<file path="config.mk">
export PLATFORM = sky130hd
export DESIGN_NAME = vehu_cell
export DESIGN_NICKNAME = d
export VERILOG_FILES = /design/src/rtl/vehu_pkg.sv /design/src/rtl/vehu_cell.sv
export SDC_FILE = /design/constraint.sdc
export NUM_CORES = 1
export LEC_CHECK = 0
export BUFFER_PORTS_ARGS = -buffer_cell sky130_fd_sc_hd__buf_2
export CORE_MARGIN = 3
export CORE_UTILIZATION = 40
export DETAILED_ROUTE_END_ITERATION = 16
export GPL_TIMING_DRIVEN = 0
export PLACE_DENSITY = 0.66
export SLEW_MARGIN = 20
export SYNTH_ARGS = -nofsm -noshare
export SYNTH_HDL_FRONTEND = slang
export SYNTH_SLANG_ARGS = --single-unit
</file>
<file path="constraint.sdc">
create_clock -name clk_i -period 5.1 [get_ports clk_i]
set_clock_uncertainty 0.05 [all_clocks]
set_input_delay 0.51 -clock clk_i [delete_from_list [all_inputs] [get_ports clk_i]]
set_output_delay 0.51 -clock clk_i [all_outputs]
set_load 0.05 [all_outputs]
</file>
<file path="src/rtl/vehu_pkg.sv">
// ----------------------------------------------------------------------------
// vehu_pkg
// Types, codes and floating point compare helpers of the edge histogram.
// ----------------------------------------------------------------------------
package vehu_pkg;

  localparam int unsigned MaxBinsDefault = 256;
  localparam int unsigned CountBitsDefault = 32;
  // Largest supported bin count; search words are sized for it.
  localparam int unsigned MaxBinsHigh = 4096;
  localparam int unsigned SrchW = $clog2(MaxBinsHigh + 2);

  typedef enum logic [1:0] {
    OP_LOAD   = 2'd0,
    OP_SAMPLE = 2'd1,
    OP_READ   = 2'd2,
    OP_CLEAR  = 2'd3
  } vehu_op_e;

  typedef enum logic [1:0] {
    CFG_SKIP_ZEROS = 2'd0,
    CFG_SKIP_NANS  = 2'd1,
    CFG_SKIP_INFS  = 2'd2,
    CFG_BINS       = 2'd3
  } vehu_cfg_e;

  typedef struct packed {
    logic [1:0]  opcode;
    logic [8:0]  slot;
    logic [63:0] sample_bits;
    logic        in_mask;
  } vehu_in_t;

  typedef struct packed {
    logic [7:0]  read_bin;
    logic [31:0] bin_total;
  } vehu_out_t;

  // One step of the upper-bound search as it moves down the cell row.
  typedef struct packed {
    logic            valid;
    logic [SrchW-1:0] first;
    logic [SrchW-1:0] len;
  } vehu_srch_t;

  function automatic logic fp_is_nan(input logic [63:0] a);
    return (a[62:52] == 11'h7FF) && (a[51:0] != 52'd0);
  endfunction

  // IEEE less-than: false on NaN, and the two zeros compare equal.
  function automatic logic fp_lt(input logic [63:0] a, input logic [63:0] b);
    logic res;
    res = 1'b0;
    if (fp_is_nan(a) || fp_is_nan(b)) begin
      res = 1'b0;
    end else if ((a[62:0] == 63'd0) && (b[62:0] == 63'd0)) begin
      res = 1'b0;
    end else if (a[63] != b[63]) begin
      res = a[63];
    end else if (!a[63]) begin
      res = a[62:0] < b[62:0];
    end else begin
      res = a[62:0] > b[62:0];
    end
    return res;
  endfunction

  function automatic logic fp_eq(input logic [63:0] a, input logic [63:0] b);
    logic res;
    res = 1'b0;
    if (fp_is_nan(a) || fp_is_nan(b)) begin
      res = 1'b0;
    end else begin
      res = (a == b) || ((a[62:0] == 63'd0) && (b[62:0] == 63'd0));
    end
    return res;
  endfunction

endpackage

</file>
<file path="src/rtl/vehu_cell.sv">
// ----------------------------------------------------------------------------
// vehu_cell
// One step of the upper-bound edge search: probe, read, compare, hand on.
// ----------------------------------------------------------------------------
module vehu_cell
  import vehu_pkg::*;
#(
  parameter int unsigned AddrW = 9,
  parameter int unsigned MaxProbe = 256
) (
  input  logic             clk_i,
  input  logic             rst_ni,
  input  logic [63:0]      sample_i,
  input  vehu_srch_t       step_i,
  input  logic [63:0]      rdata_i,
  output vehu_srch_t       step_o,
  output logic [AddrW-1:0] rd_addr_o
);

  vehu_srch_t       a_q;
  vehu_srch_t       b_q;
  logic [SrchW-1:0] probe_q;
  logic [SrchW-1:0] half_q;
  logic [SrchW-1:0] half;
  logic [SrchW:0]   sum;
  logic [SrchW-1:0] probe;

  // The first stage issues the probe address; the edge is back in the next cycle.
  always_comb begin
    half = a_q.len >> 1;
    sum = {1'b0, a_q.first} + {1'b0, half};
    if (sum > (SrchW + 1)'(MaxProbe)) begin
      probe = SrchW'(MaxProbe);
    end else begin
      probe = sum[SrchW-1:0];
    end
    rd_addr_o = (a_q.valid && (a_q.len != '0)) ? AddrW'(probe) : '0;
  end

  always_comb begin
    step_o = b_q;
    if (b_q.valid && (b_q.len != '0)) begin
      if (!fp_lt(sample_i, rdata_i)) begin
        step_o.first = probe_q + SrchW'(1);
        step_o.len = b_q.len - half_q - SrchW'(1);
      end else begin
        step_o.len = half_q;
      end
    end
  end

  always_ff @(posedge clk_i or negedge rst_ni) begin
    if (!rst_ni) begin
      a_q <= '0;
      b_q <= '0;
    end else begin
      a_q <= step_i;
      b_q <= a_q;
    end
  end

  always_ff @(posedge clk_i) begin
    probe_q <= probe;
    half_q <= half;
  end

endmodule

</file>
# Yosys cells after proc, flatten, opt, wreduce, memory -nomap -nowiden
# Index checks and enable logic that the tools add are counted.
# word_totals
reg_bits	79
in_bits	157
wordCells	41
out_inout_bits	36
# op_classes
magnitude_cmp	3
add_sub_neg	4
reduce_logical	12
mux	10
n_eq_ne	3
# op_table
cell	count
$logic_not A63 Y1	2
$reduce_bool A52 Y1	2
$gt A63 B63 Y1	1
$lt A63 B63 Y1	1
$mux W13	2
$mux W26	1
$reduce_bool A13 Y1	2
$eq A11 B11 Y1 const B	2
$mux W9	2
$add A13 B12 Y14	1
$gt A14 B9 Y1 const B	1
$add A13 B1 Y13 const B	1
$sub A13 B1 Y13 const B	1
$sub A13 B12 Y13	1
$logic_and A1 B1 Y1	5
$mux W1	5
$logic_or A1 B1 Y1	1
$ne A1 B1 Y1	1

# Depth between registers and ports, before layout
# Gate-level depths: netlist of run 1.
# logic_depth
depth_word	8
mapped_depth	12

# Least setup slack after synthesis of run 1
# OpenSTA, ideal clock, no wires.
# synth_path
path_type	input port to output port
startpoint	in rdata_i[58]
endpoint	out step_o[20] in the netlist's numbering
slack_ns	1.038
arrival_ns	3.502
path_buffers	1
required_ns	4.540
path_stages	11
path_cell_list	inv_1 ha_1 nand4_1 or4_1 nor2_1 and3_1 nand4_1 o21ai_1 a2111oi_4 buf_4 o31ai_1
# synth_rtl
element	line	rtl
start, declared	vehu_cell.sv:15	input logic [63:0] rdata_i,
end, declared	vehu_cell.sv:16	output vehu_srch_t step_o,

# Worst setup path after layout of run 1
# layout_path
startpoint	reg a_q[1] in the netlist's numbering
endpoint	out rd_addr_o[1]
# layout_between
elab_chain_cells	4
word_cells_on_any_way	6
classes_between	add/sub: 1; order compare: 1; mux: 2; reduce/logical: 2
# layout_rtl
element	line	rtl
start, declared	vehu_cell.sv:20	vehu_srch_t a_q;
start signal, assigned	vehu_cell.sv:57	a_q <= step_i;
$add A13 B12 Y14	vehu_cell.sv:31	sum = {1'b0, a_q.first} + {1'b0, half};
$gt A14 B9 Y1	vehu_cell.sv:32	if (sum > (SrchW + 1)'(MaxProbe)) begin
$mux W9	vehu_cell.sv:32	
$mux W9 *	vehu_cell.sv:37	rd_addr_o = (a_q.valid && (a_q.len != '0)) ? AddrW'(probe) : '0;
end, declared	vehu_cell.sv:17	output logic [AddrW-1:0] rd_addr_o
# Mark *: on every way between the ends. The rest lies on a longest branch, timed or not.

==> results.yml, run 1 <==
status:
  outcome: "finished clean"
synthesis:
  synth-compound-area-share: 0.1303
  yosys.area_share.simple: 0.1762
  synth-xor-area-share: 0.04426
  async_reset_ff_frac: 0.6835
  synth_edf_count: 0
  ys_seq_elements: 79
  yosysWarnings: 0
  synth_fa_ha_area_frac: 0.2060
  synth.distinct_cells: 50
  synth_top_family_by_area: "adder cells"
  ys.flop_type: "dfrtp_1"
  synth_area_leader_cell: "dfrtp_1"
  ys_top_cells_by_area: "dfrtp_1 (24%), ha_1 (20%), dfxtp_1 (9.0%)"
  avgSynthCellArea_um2: 9.053
  synthMuxAreaShare: 0.04201
  yosysSeqAreaShare: 0.3342
  yosysTopAreaCellShare: 0.2439
  syn_inst: 612
  syn_area_um2: 5540
clock_tree:
  cts.sinks: 79
  htree_levels: 3
  cts_max_path_buffers: 2
  cts_resized: 0
  clk_pin_slew_ns: 0.05
  post-cts-setup-buffers: 0
  hold_buffers: 0
  clock-root-buffer: "clkbuf_16"
  cts_buffers: 9
  clk_latency_ns: 0.33
  cts_tree: "yes"
finish:
  seq_area_um2: 1852
  layout.filler_cells: 1279
  multiInputGateArea_um2: 3332
  area_growth_pct: 26.49
  antenna_cells: 0
  drive_above_1_share: 0.2746
  finalNetCount: 1065
  final_cell_count_no_fill: 999
  stdcell_area_um2: 7008
global_route:
  grt_pass1_vias: 5060
  track_usage: 0.2037
  grt_pass1_wl_um: 24090
  grt_max_degree: 55
  antenna_found_initial: 0
  grt_overflow_total: 0
timing:
  report.final.slew_viol_count: 0
  hold_ws_ns: 0.1656
  slew_headroom: 0.5418
  rsz0062_at_grt: "false"
  fmax_ghz: 0.2268
  tightestPinTransition_ns: 0.6811
  finalCriticalPeriod_ns: 4.410
  hold_viol: 0
  fin_ws_ns: 0.6901
  fin_tns_setup_ns: 0
  fin_crit_sh: 0.8647
  finalSetupViolCount: 0
routing:
  ant_nets: 0
  route.detailed.drc: 0
  drtIter0Drc: 160
  first_pass_iters: 4
  routedWlPerCell_um: 15.86
  via_count: 5136
  viasPerCell: 5.141
  routed_wl_um: 15850
floorplanning:
  fp.dieH_um: 123.7
  die_area_um2: 15300
  die_x_um: 123.7
  num_rows: 42
  ioPinCount: 193
  core_area_um2: 13400
  start_util: 0.4134
critical_path:
  worst-path-max-fanout: 7
  cp.arrival_ns: 3.85
  cpMaxStageDelayCell: "or3b_2"
  crit_top_cell: "a21oi_1"
  path_buf_inv: 2
  cp-start-kind: "register"
  cp_cell_sequence: "ha_1 > fa_1 > a21o_1 > a21oi_1 > o21bai_1 > a21oi_1 > xor2_1 > and4b_1 > a21bo_2 > or3b_2 > clkbuf_1 > nor2_1 > buf_2"
  critPathCaptureType: "output port"
  crit_family: "compound AO/OA/AOI/OAI gates"
  worstPathRequired_ns: 4.54
  cp_slowest_stage_delay_ns: 0.43
  critPathKind: "reg2out"
place:
  dpl_cell_area_um2: 6735
  gp_congestion: 0.8932
  dp_cells: 983
  port_buffers: 192
  hpwl_um: 13750
  place_ws_ns: 0.8421
power:
  peakVddDrop_v: 0.0002753
  power.density_nw_per_um2: 250.4
  power.leakage_nw: 3.642
worst_hold_path:
  hp-class: "in2async"
flow_run:
  max_cap_viol_count: 0
==> registers in the layout (all words and copies together) (netlist names) <==
| register | cells |
|---|---|
| a_q | 27 |
| b_q | 26 |
| probe_q | 13 |
| half_q | 12 |
| step_o | 1 |
==> synthesized netlist by cell type, types with 2 or more instances <==
master	n
or4_1	3
inv_1	87
xor2_1	8
nand2_1	27
a211o_1	3
a221oi_1	2
dfxtp_1	25
clkbuf_1	4
o211ai_1	3
nor2_1	41
nand4_1	30
and3_1	2
ha_1	88
a21o_1	11
mux2_2	10
nor2b_1	4
a31oi_1	2
nand2b_1	2
dfrtp_1	54
o21bai_1	4
o31ai_1	4
or2_2	2
o21ba_2	2
nor3_1	12
nor4_1	40
nand3_1	15
a211oi_1	3
o21ai_0	17
a22o_1	3
a41oi_1	2
buf_4	2
mux2i_1	12
xnor2_1	20
fa_1	2
o21a_1	2
and4_1	2
a21oi_1	49
==> metrics by stage <==
| step | utilization | total power (W) |
|---|---|---|
| final | 0.5230 | 0.001755 |
| after global routing | 0.5230 | 0.001858 |
| after CTS | 0.5230 | 0.001772 |
| after detailed placement | 0.5026 | 0.001194 |
| after global placement | 0.5024 | 0.001189 |
| after floorplan | - | 0.001015 |
==> where the power goes <==
group	switching, W	internal [W]
logic	0.000307	0.000199
clock network	0.000218	0.000355
registers	0.0000226	0.000654
==> cells in the final DEF, fill, tap and decap left out, types with 9 or more instances in the layout <==
cell type	Yosys	layout
nor2_1	41	41
o21ai_0	17	17
inv_1	87	87
nor3_1	12	12
nand3_1	15	15
ha_1	88	88
mux2i_1	12	12
nand2_1	27	27
dfrtp_1	54	54
xnor2_1	20	20
a21oi_1	49	49
nor4_1	40	40
dfxtp_1	25	25
buf_2	0	191
mux2_2	10	10
nand4_1	30	30
a21o_1	11	11
clkbuf_16	0	9
==> layout make-up <==
cell class,instances,share of cell area
timing repair buffer,192,0.1375
multi-input combinational,442,0.4755
clock inverter,1,0.0007142
sequential,79,0.2642
clock buffer,15,0.03821
inverter,87,0.04660
buffer,7,0.005892
tap,176,0.03142
==> worst paths after layout <==
kind | startpoint | endpoint | slack, ns | cells past startpoint
worst max-delay path | a_q[1]$_DFF_PN0_ | rd_addr_o[1] | 0.69 | 13
min in group clk_i | step_i[3] | a_q[3]$_DFF_PN0_ | 0.23 | 1
worst min register to register | a_q[25]$_DFF_PN0_ | b_q[25]$_DFF_PN0_ | 0.33 | 0
worst max register to register | a_q[1]$_DFF_PN0_ | probe_q[5]$_DFF_P_ | 2.10 | 11
max in group asynchronous | rst_ni | a_q[7]$_DFF_PN0_ | 4.39 | 1
worst min-delay path | rst_ni | b_q[15]$_DFF_PN0_ | 0.17 | 1
==> worst register-to-register path: stages (launching register included) <==
cell      delay, ns
dfrtp_1        0.42
ha_1           0.25
fa_1           0.41
a21o_1         0.18
a21oi_1        0.29
o21bai_1       0.12
a31oi_1        0.26
and4_1         0.21
o21ai_0        0.14
or2_2          0.30
clkbuf_1       0.16
nor2_1         0.14
==> cells by family after synthesis <==
| kind of cell | count (synthesis) |
|---|---|
| muxes | 22 |
| and+or+nand+nor | 185 |
| DFF | 79 |
| AOI/OAI and AO/OA | 113 |
| xor gates and xnor gates | 28 |
| adders and majority gates | 90 |
| buffers and inverters | 94 |
| other | 1 |
==> layer usage <==
| layer | up-vias | GRT usage | part of all wire |
|---|---|---|---|
| li1 | 2637 | - | - |
| met1 | 2289 | 0.2294 | 0.40 |
| met2 | 188 | 0.3873 | 0.51 |
| met3 | 22 | 0.02952 | 0.068 |
| met4 | 0 | 0.07128 | 0.022 |
| met5 | - | 0 | 0 |
(Power assumes the default switching activity.)
==> inputs of run 2 (changes only) <==
Settings changed: PLACE_DENSITY 0.66 to 0.73.
==> results.yml, run 2 (synthesis results as in run 1) <==
timing:
  tightestPinTransition_ns: 0.6394
  report.final.slew_viol_count: 0
  finalSetupViolCount: 0
  fin_tns_setup_ns: 0
  hold_viol: 0
  fin_ws_ns: 0.7185
  slew_headroom: 0.5698
  fin_crit_sh: 0.8591
  rsz0062_at_grt: "false"
  fmax_ghz: 0.2282
  finalCriticalPeriod_ns: 4.381
status:
  outcome: "finished clean"
clock_tree:
  cts_buffers: 9
  cts_tree: "yes"
  clk_latency_ns: 0.32
  cts_max_path_buffers: 2
  htree_levels: 3
  clk_pin_slew_ns: 0.06
  clock-root-buffer: "clkbuf_16"
  cts_resized: 0
  cts.sinks: 79
  post-cts-setup-buffers: 0
  hold_buffers: 0
routing:
  drtIter0Drc: 164
  routedWlPerCell_um: 15.93
  first_pass_iters: 4
  ant_nets: 0
  routed_wl_um: 15910
  via_count: 5287
  route.detailed.drc: 0
  viasPerCell: 5.292
critical_path:
  r2r_cells: 11
  r2r_end: "probe_q[6]$_DFF_P_"
  cp.arrival_ns: 3.82
  critPathKind: "reg2out"
  r2r_slack_ns: 2.19
  worstPathRequired_ns: 4.54
  critPathCaptureType: "output port"
  timing.rr.start: "a_q[1]$_DFF_PN0_"
  worst-path-max-fanout: 7
  cp-start-kind: "register"
power:
  power_w: 0.001801
  power.leakage_nw: 3.650
  power.density_nw_per_um2: 256.1
  switching_share: 0.3162
  comb_power_share: 0.282
  peakVddDrop_v: 0.0003703
  clkPwrFrac: 0.342
  intPower_w: 0.001231
  p_switching_w: 0.0005694
  seqPwrFrac: 0.375
finish:
  multiInputGateArea_um2: 3332
  top_regs: "a_q x27, b_q x26, probe_q x13"
  largest_register_ffs: 27
  layout.filler_cells: 1274
  final_cell_mix: "buf_2 (191), ha_1 (88), inv_1 (87), dfrtp_1 (54), a21oi_1 (49)"
  area_growth_pct: 26.94
  seq_area_um2: 1852
  antenna_cells: 0
  mostFrequentLayoutCell: "buf_2"
  finalNetCount: 1065
  largest-register: "a_q"
  final_cell_count_no_fill: 999
  drive_above_1_share: 0.2795
global_route:
  grt_pass1_vias: 5240
  track_usage: 0.2014
  grt_pass1_wl_um: 23920
  grt_max_degree: 55
  antenna_found_initial: 1
  grt_overflow_total: 0
floorplanning:
  start_util: 0.4134
  die_x_um: 123.7
  die_area_um2: 15300
  num_rows: 42
  core_area_um2: 13400
  ioPinCount: 193
  fp.dieH_um: 123.7
flow_run:
  max_cap_viol_count: 0
place:
  hpwl_um: 13610
  place_ws_ns: 0.9082
  gp_congestion: 0.9101
  port_buffers: 192
  dp_cells: 983
worst_hold_path:
  hp-class: "in2async"
## run 2: cell types whose count changed in the layout (fill, tap and decap cells not counted)
| cell | change |
|---|---|
| clkinv_4 | +1 |
| clkinvlp_4 | +2 |
| bufinv_16 | +1 |
| clkinv_2 | +1 |
| inv_6 | +1 |
| clkbuf_8 | -2 |
| clkbuf_1 | -4 |
## run 2: stage by stage
| step | hold WS, ns | area (um^2) | utilization |
|---|---|---|---|
| finish | 0.1631 | 7033 | 0.5248 |
| global route | 0.2171 | 7033 | 0.5248 |
| CTS | 0.1816 | 7033 | 0.5248 |
| detailed placement | 0.3201 | 6735 | 0.5026 |
| global placement | 0.3115 | 6733 | 0.5024 |
| floorplan | 0.1644 | 5552 | - |
## run 2: critical path: stages, from the launching register on
cell,delay (ns)
dfrtp_1,0.42
ha_1,0.25
fa_1,0.40
a21o_1,0.18
a21oi_1,0.28
o21bai_1,0.10
a21oi_1,0.18
xor2_1,0.29
and4b_1,0.24
a21bo_2,0.13
or3b_2,0.43
clkbuf_1,0.18
nor2_1,0.13
buf_2,0.28
## run 2: routing by layer
metal	wire length [um]	track usage	vias up
met5	11	0	-
met4	397	0.07612	2
met3	1143	0.03315	28
met2	8285	0.3988	214
met1	6074	0.2086	2423
li1	-	-	2620
## run 2: layout make-up
cell class | instances | area share
buffer | 7 | 0.005871
clock buffer | 9 | 0.03202
timing repair buffer | 192 | 0.1370
tap | 176 | 0.03131
inverter | 87 | 0.04643
multi-input combinational | 442 | 0.4738
clock inverter | 7 | 0.01032
sequential | 79 | 0.2633
## run 2: worst max-delay path by stage
| stage | cells after the start | endpoint | startpoint |
|---|---|---|---|
| floorplan | 11 | step_o[20] | rdata_i[58] |
| global placement | 10 | step_o[4] | rdata_i[8] |
| detailed placement | 10 | step_o[4] | rdata_i[7] |
| CTS | 13 | rd_addr_o[5] | a_q[1]$_DFF_PN0_ |
| global route | 13 | rd_addr_o[3] | a_q[1]$_DFF_PN0_ |
| finish | 13 | rd_addr_o[5] | a_q[1]$_DFF_PN0_ |
## run 2: power groups by stage
stage | clock, W | sequential (W) | combinational, W
6_report | 0.000617 | 0.000676 | 0.000508
5_1_grt | 0.000662 | 0.000680 | 0.000561
4_1_cts | 0.000634 | 0.000677 | 0.000511
3_5_place_dp | 0 | 0.000688 | 0.000507
3_3_place_gp | 0 | 0.000688 | 0.000499
2_1_floorplan | 0 | 0.000679 | 0.000335
==> inputs of run 3 (changes only) <==
Settings changed: CORE_MARGIN 3 to default.
==> results.yml, run 3 (synthesis results as in run 1) <==
clock_tree:
  cts_tree: "yes"
  cts_resized: 0
  cts_max_path_buffers: 2
  clk_latency_ns: 0.33
  clock-root-buffer: "clkbuf_16"
  hold_buffers: 0
  cts.sinks: 79
  post-cts-setup-buffers: 0
  cts_buffers: 9
  clk_pin_slew_ns: 0.05
  htree_levels: 3
critical_path:
  r2r_slack_ns: 2.13
  critPathKind: "reg2out"
  timing.rr.start: "a_q[1]$_DFF_PN0_"
  critPathCaptureType: "output port"
  r2r_cells: 11
  cp-start-kind: "register"
  worst-path-max-fanout: 7
  worstPathRequired_ns: 4.54
  cp.arrival_ns: 3.90
  r2r_end: "probe_q[6]$_DFF_P_"
status:
  outcome: "finished clean"
timing:
  rsz0062_at_grt: "false"
  report.final.slew_viol_count: 0
  fin_tns_setup_ns: 0
  finalSetupViolCount: 0
  finalCriticalPeriod_ns: 4.456
  fin_ws_ns: 0.6436
  hold_viol: 0
  fmax_ghz: 0.2244
  tightestPinTransition_ns: 0.6813
  fin_crit_sh: 0.8738
  slew_headroom: 0.5399
floorplanning:
  ioPinCount: 193
  start_util: 0.4134
  fp.dieH_um: 119.7
  num_rows: 42
  die_area_um2: 14330
  die_x_um: 119.7
  core_area_um2: 13400
place:
  dpl_cell_area_um2: 6735
  gp_congestion: 0.9454
  place_ws_ns: 0.9363
  hpwl_um: 13180
  port_buffers: 192
global_route:
  grt_max_degree: 55
  use_met3: 0.04230
  grt_pass1_vias: 5131
  grt_overflow_total: 0
  antenna_found_initial: 1
  track_usage: 0.2134
  grt_use_met2: 0.4061
  busiest_layer: "met2"
  grt_pass1_wl_um: 23780
  grt_util_met1: 0.2271
finish:
  top_regs: "a_q x27, b_q x26, probe_q x13"
  finalNetCount: 1065
  drive_above_1_share: 0.2734
  multiInputGateArea_um2: 3332
  seq_area_um2: 1852
  largest-register: "a_q"
  area_growth_pct: 26.35
  stdcell_area_um2: 7000
  layout.filler_cells: 1254
  largest_register_ffs: 27
  final_cell_mix: "buf_2 (191), ha_1 (88), inv_1 (87), dfrtp_1 (54), a21oi_1 (49)"
  mostFrequentLayoutCell: "buf_2"
power:
  clkPwrFrac: 0.322
  power.leakage_nw: 3.636
  comb_power_share: 0.290
  power.density_nw_per_um2: 249.4
  seqPwrFrac: 0.388
  p_switching_w: 0.0005509
  peakVddDrop_v: 0.0002397
  intPower_w: 0.001195
  switching_share: 0.3155
routing:
  via_count: 5258
  routed_wl_um: 15450
  ant_nets: 0
  viasPerCell: 5.258
  first_pass_iters: 5
  route.detailed.drc: 0
  routedWlPerCell_um: 15.45
  drtIter0Drc: 203
flow_run:
  max_cap_viol_count: 0
worst_hold_path:
  hp-class: "in2async"
-- run 3: final cells by class --
type | instances | share of cell area
Clock inverter | 1 | 0.0007149
Clock buffer | 15 | 0.03682
Antenna cell | 1 | 0.0003575
Timing Repair Buffer | 192 | 0.1376
Buffer | 7 | 0.005898
Inverter | 87 | 0.04665
Multi-Input combinational cell | 442 | 0.4760
Tap cell | 176 | 0.03146
Sequential cell | 79 | 0.2645
-- run 3: metrics by stage --
step / hold slack [ns] / instances / utilization / power, W
after floorplan: 0.1644 / 615 / - / 0.001015
after global placement: 0.3063 / 983 / 0.5024 / 0.001188
after detailed placement: 0.3145 / 983 / 0.5026 / 0.001194
after CTS: 0.1896 / 999 / 0.5222 / 0.001757
after global routing: 0.2205 / 999 / 0.5222 / 0.001836
final: 0.1696 / 1000 / 0.5224 / 0.001746
-- run 3: worst max path at each step --
stage                               to  slack (ns)        startpoint
after global placement       step_o[4]        0.85        rdata_i[7]
after CTS                 rd_addr_o[5]        0.68  a_q[1]$_DFF_PN0_
after detailed placement    step_o[21]        0.94       rdata_i[62]
final                     rd_addr_o[5]        0.64  a_q[1]$_DFF_PN0_
after global routing      rd_addr_o[1]        0.34  a_q[1]$_DFF_PN0_
after floorplan             step_o[20]        1.04       rdata_i[58]
-- run 3: power groups by stage --
stage                     Clock, W  Sequential (W)  Combinational (W)
final                     0.000562        0.000677           0.000507
after global routing      0.000596        0.000680           0.000559
after CTS                 0.000572        0.000677           0.000507
after detailed placement         0        0.000689           0.000505
after global placement           0        0.000687           0.000501
after floorplan                  0        0.000679           0.000335
-- run 3: per-layer routing --
layer | share of wire | routed length, um | vias up
met4 | 0.032 | 488 | 0
met3 | 0.064 | 983 | 26
li1 | - | - | 2627
met1 | 0.40 | 6230 | 2397
met5 | 0 | 0 | -
met2 | 0.50 | 7749 | 208
-- run 3: critical path: stages (launching register included) --
cell and delay [ns]:
dfrtp_1 0.42, ha_1 0.24, fa_1 0.40, a21o_1 0.19
a21oi_1 0.28, o21bai_1 0.10, a21oi_1 0.20, xor2_1 0.33
and4b_1 0.25, a21bo_2 0.13, or3b_2 0.43, clkbuf_1 0.18
nor2_1 0.14, buf_2 0.28
